[src/rtl/pip_pkg.sv]
`timescale 1ns / 1ps
`default_nettype none
package pip_pkg;
    localparam int MAX_VERTICES = 1024;
    localparam int CNT_W = 11;
    localparam int TOL_W = 31;
    localparam int CFG_W = 31;
    localparam int IDX_W = 10;
    localparam logic [0:0] CFG_VERTEX_COUNT   = 1'b0;
    localparam logic [0:0] CFG_NEAR_TOLERANCE = 1'b1;
    localparam logic OP_WRITE = 1'b0;
    localparam logic OP_QUERY = 1'b1;

    typedef struct packed {
        logic               operation;
        logic [IDX_W-1:0]   vertex_index;
        logic signed [31:0] point_x;
        logic signed [31:0] point_y;
    } t_in_item;

    typedef struct packed {
        logic             inside_res;
        logic             by_proximity;
        logic [IDX_W-1:0] nearest_index;
    } t_out_item;

    // shared signed multiplier operands (33x33)
    typedef struct packed {
        logic signed [32:0] a;
        logic signed [32:0] b;
    } t_mul_req;
endpackage
`default_nettype wire

[src/rtl/pip_mul.sv]
`timescale 1ns / 1ps
`default_nettype none
module pip_mul (
    input  wire logic               i_clk,
    input  wire pip_pkg::t_mul_req  i_req,
    output logic signed [65:0]      o_prod
);
    import pip_pkg::*;
    logic signed [65:0] r_prod;
    always_ff @(posedge i_clk) begin
        r_prod <= 66'(i_req.a) * 66'(i_req.b);
    end
    assign o_prod = r_prod;
endmodule
`default_nettype wire

[config.mk]
export PLATFORM = sky130hd
export DESIGN_NAME = pip_mul
export DESIGN_NICKNAME = d
export VERILOG_FILES = /design/src/rtl/pip_pkg.sv /design/src/rtl/pip_mul.sv
export SDC_FILE = /design/constraint.sdc
export NUM_CORES = 2
export LEC_CHECK = 0
export BUFFER_PORTS_ARGS = -buffer_cell sky130_fd_sc_hd__buf_4
export CORE_MARGIN = 1.5
export CORE_UTILIZATION = 30
export DETAILED_ROUTE_END_ITERATION = 8
export HOLD_SLACK_MARGIN = 0.15
export PLACE_DENSITY = 0.44
export SLEW_MARGIN = 20
export SYNTH_ARGS = -nofsm -noshare
export SYNTH_HDL_FRONTEND = slang
export SYNTH_SLANG_ARGS = --single-unit
[constraint.sdc]
create_clock -name i_clk -period 11.3 [get_ports i_clk]
set_input_delay 2.26 -clock i_clk [delete_from_list [all_inputs] [get_ports i_clk]]
set_output_delay 2.26 -clock i_clk [all_outputs]
set_load 0.005 [all_outputs]
# Word level (Yosys, flattened, before mapping)
# Index checks and enable logic that the tools add are counted.
[op_classes]
bitwise_logic = 0
n_addsub = 0
n_reduce_logical = 0
shift = 0
order_cmp = 0
muxes = 0
n_eq_ne = 0
div_mod_pow = 0
multipliers = 1
[ops]
columns = ["op", "n"]
rows = [
  ["multiplier 33 x 33 -> 66 bit", 1],
]
[totals]
mem_bits_rw = 0
regBits = 66
latch_bits = 0
out_inout_bits = 66
mem_bits_ro = 0
mem_count = 0

# Depth between registers and ports, before layout
[logic_depth]
depth_word = 1
ltp_mapped = 27

# Worst setup path before layout
# OpenSTA, ideal clock, no wires.
[synth_timing]
kind = "input-to-reg"
from = "input i_req[65] (netlist name)"
to = "register r_prod[62], in the netlist o_prod[62]"
t_arrival_ps = 9417
path_stages = 23
path_slack_ps = 1804
setup_time_ps = 79
path_cell_list = "clkbuf_1 -> nand2_1 -> inv_1 -> fa_1 -> fa_1 -> fa_1 -> fa_1 -> fa_1 -> fa_1 -> fa_1 -> inv_1 -> fa_1 -> inv_1 -> ha_1 -> clkbuf_1 -> and3_1 -> nand3_1 -> nand2b_1 -> a2111oi_4 -> a211oi_4 -> a21o_2 -> a21o_1 -> a211oi_2"
[synth_between]
elab_chain_len = 1
[synth_lines]
columns = ["element", "line", "rtl"]
rows = [
  ["from (decl)", "pip_mul.sv:5", "input wire pip_pkg::t_mul_req i_req,"],
  ["multiplier 33 x 33 -> 66 bit", "pip_mul.sv:11", "r_prod <= 66'(i_req.a) * 66'(i_req.b);"],
  ["to (signal assigned)", "pip_mul.sv:11", ""],
  ["to (decl)", "pip_mul.sv:9", "logic signed [65:0] r_prod;"],
]
# No other way between the ends.

# Final worst setup path
[layout_timing]
from = "input i_req[9] (netlist name)"
to = "register r_prod[58], in the netlist o_prod[58]"
# Same word-level chain as after synthesis.

==> reports/results.ini <==
[outcome]
run_status = completed

[timing]
worst_pin_slew_ps = 1170
max_freq_ghz = 0.0958
hold_viol = 0
final-setup-viol-count = 0
slew_headroom_pct = 21.5
slew_violations = 0
grt_setup_unrepaired = false
setup_tns_ps = 0
period_share_pct = 92.3
period_needed_ps = 10430

[synth]
synth_edf_count = 0
ys_seq_area_share_pct = 3.24
yosysMostFrequentCell = fa_1
yosys_warnings = 0
postSynthCellCount = 4338
yosys.area.top_type = fa_1
synth_common_cells = 1,145 x fa_1, 1,131 x inv_1, 562 x and2_1
synthSimpleGateAreaFrac_pct = 15.8
synth_fa_ha_area_share_pct = 62.9
ys_top_cells_by_area = fa_1 56%, inv_1 10%, and2_1 8.6%, ha_1 6.7%, nand2_1 5.1%
ys.flop_type = dfxtp_1
synth_top_area_share_pct = 56.3
synth_xor_area_share_pct = 1.46
synth_mux_area_share_pct = 0
synth.avg_cell_area_um2 = 9.39
syn_area_mm2 = 0.0407
synth_top_family_by_area = adder cells
syn-num-nets = 5767
ys_types = 80
ys_ff_latch = 66
synth_compound_area_share_pct = 4.07
synthArstFlopShare_pct = 0

[floorplan]
initial_core_util_pct = 30.1
chipHeight_um = 371
core-area_mm2 = 0.135
fp.dieW_um = 371
ios = 133
die_area_mm2 = 0.138
rows = 135

[clocking]
cts_tree = yes
ctsHoldBuffers = 0
clock_sinks = 66
cts-htree-levels = 3
clkTransAtPathRegs_ps = 80
post_cts_buffers = 0
numCtsBuffers = 9
cts_root_buf = clkbuf_16
cts_max_path_buffers = 2
ctsResizeCount = 0

[grt]
gr-total-overflow = 0
antenna_found_initial = 11
grt_pass1_vias = 31600
grt_max_degree = 34
grt_pass1_wl_um = 199000
grt_usage_pct = 19.3

[critical_path]
crit_path_end_kind = register
crit_fanout = 33
critPathSlowestCell = a21oi_1
criticalPathCategory = in2reg
slowest_delay_ps = 710
path_cells = buf_4, and2_1, fa_1, fa_1, inv_1, fa_1, inv_1, fa_1, fa_1, fa_1, fa_1, inv_1, fa_1, inv_1, ha_1, a21oi_1, o21ai_0, a31o_1, a211oi_4, a21oi_2, nor4b_2, a311oi_1
cp.arrival_ps = 10750
critPathLaunchType = input pin
critPathRequiredTime_ps = 11620
cp_common_cell = fa_1

[drt]
drt_first_iter_violations = 1423
drtPass1Iterations = 5
drt_wl_total_um = 125000
drtAntennaViolNets = 0
wl_per_cell_um = 20.6
vias = 27900
via_per_inst = 4.60
drc = 0

[layout]
largest_reg_flops = 66
drive_gt1_share_pct = 4.72
final_nets = 5707
syn2layout_area_growth_pct = 6.88

[placed_design]
dpl.hpwl_um = 99700
finalWeightedCongestion = 0.866
numPortBuffers = 132

[hold_path]
hp-class = in2reg

[job]
maxCapViolations = 0

==> area by class of cell <==
| class | instances | area [um^2] |
|---|---|---|
| Antenna cell | 3 | 7.51 |
| Clock buffer | 11 | 233 |
| Clock inverter | 5 | 55.1 |
| Fill cell | 14300 | 91600 |
| Inverter | 1131 | 4250 |
| Multi-Input combinational cell | 2920 | 34300 |
| Sequential cell | 66 | 1320 |
| Tap cell | 1781 | 2230 |
| Timing Repair Buffer | 150 | 1130 |
==> cells by family after synthesis <==
kind of cell | Yosys count
and+or+nand+nor | 1271
AOI/OAI and AO/OA | 219
xor gates and xnor gates | 68
adders and majority gates | 1362
DFF | 66
buffers and inverters | 1352
==> per-layer routing <==
metal	vias to the layer above	part of all wire (%)	GRT usage [%]
met2	566	49	32.6
li1	12200	-	-
met1	15100	45	26.8
met3	100	3.7	1.97
met4	2	2.0	4.37
met5	-	0.014	0
==> final timing paths <==
path	start	to	slack, ps	cells after the start
hold / removal	i_req[0]	o_prod[0]$_DFF_P_	2510	3
setup / recovery	i_req[9]	o_prod[58]$_DFF_P_	870	22
==> per-stage QoR <==
step	worst slack (ps)	utilization, %	std cells	hold slack (ps)	cell area [um^2]
floorplan	1800	-	4338	2390	40700
global placement	659	32.0	6048	2640	43200
detailed placement	672	32.0	6048	2640	43200
CTS	1150	32.2	6064	2470	43500
global route	797	32.2	6064	2490	43500
finish	866	32.2	6067	2510	43500
==> critical path: cells and delay by family <==
family                     cells  cell delay, ps
AOI/OAI and AO/OA              6            2660
adders and majority gates      9            4490
buffers and inverters          5             720
and+or+nand+nor                2             540
==> cell usage in the layout (no fill, tap or decap), types with 3 or more instances in the layout <==
| cell type | netlist | routed |
|---|---|---|
| xnor2_1 | 43 | 43 |
| o21ai_0 | 25 | 25 |
| a21oi_2 | 3 | 3 |
| nor3_1 | 7 | 7 |
| and4_1 | 5 | 5 |
| a21oi_1 | 57 | 57 |
| fa_1 | 1145 | 1144 |
| nand2b_1 | 12 | 12 |
| o21a_1 | 6 | 6 |
| diode_2 | 0 | 3 |
| a21o_1 | 36 | 36 |
| and3_1 | 5 | 5 |
| a31oi_1 | 8 | 8 |
| o31ai_4 | 3 | 3 |
| o211ai_1 | 4 | 4 |
| and2_1 | 562 | 562 |
| a211oi_2 | 3 | 3 |
| nand4_1 | 11 | 11 |
| nor2_1 | 68 | 68 |
| buf_4 | 0 | 150 |
| a211o_1 | 6 | 6 |
| xor2_1 | 25 | 25 |
| o21bai_1 | 11 | 11 |
| a211oi_1 | 7 | 7 |
| or3_1 | 3 | 3 |
| inv_1 | 1131 | 1131 |
| nand3_1 | 25 | 25 |
| o21ai_1 | 6 | 6 |
| clkbuf_16 | 0 | 9 |
| dfxtp_1 | 66 | 66 |
| or2_2 | 3 | 3 |
| nor2b_1 | 5 | 5 |
| ha_1 | 217 | 217 |
| nand2_1 | 551 | 551 |
Power is left out: the tool's default activity adds up to more than one toggle a clock period on the data nets, which glitch-free logic cannot reach.
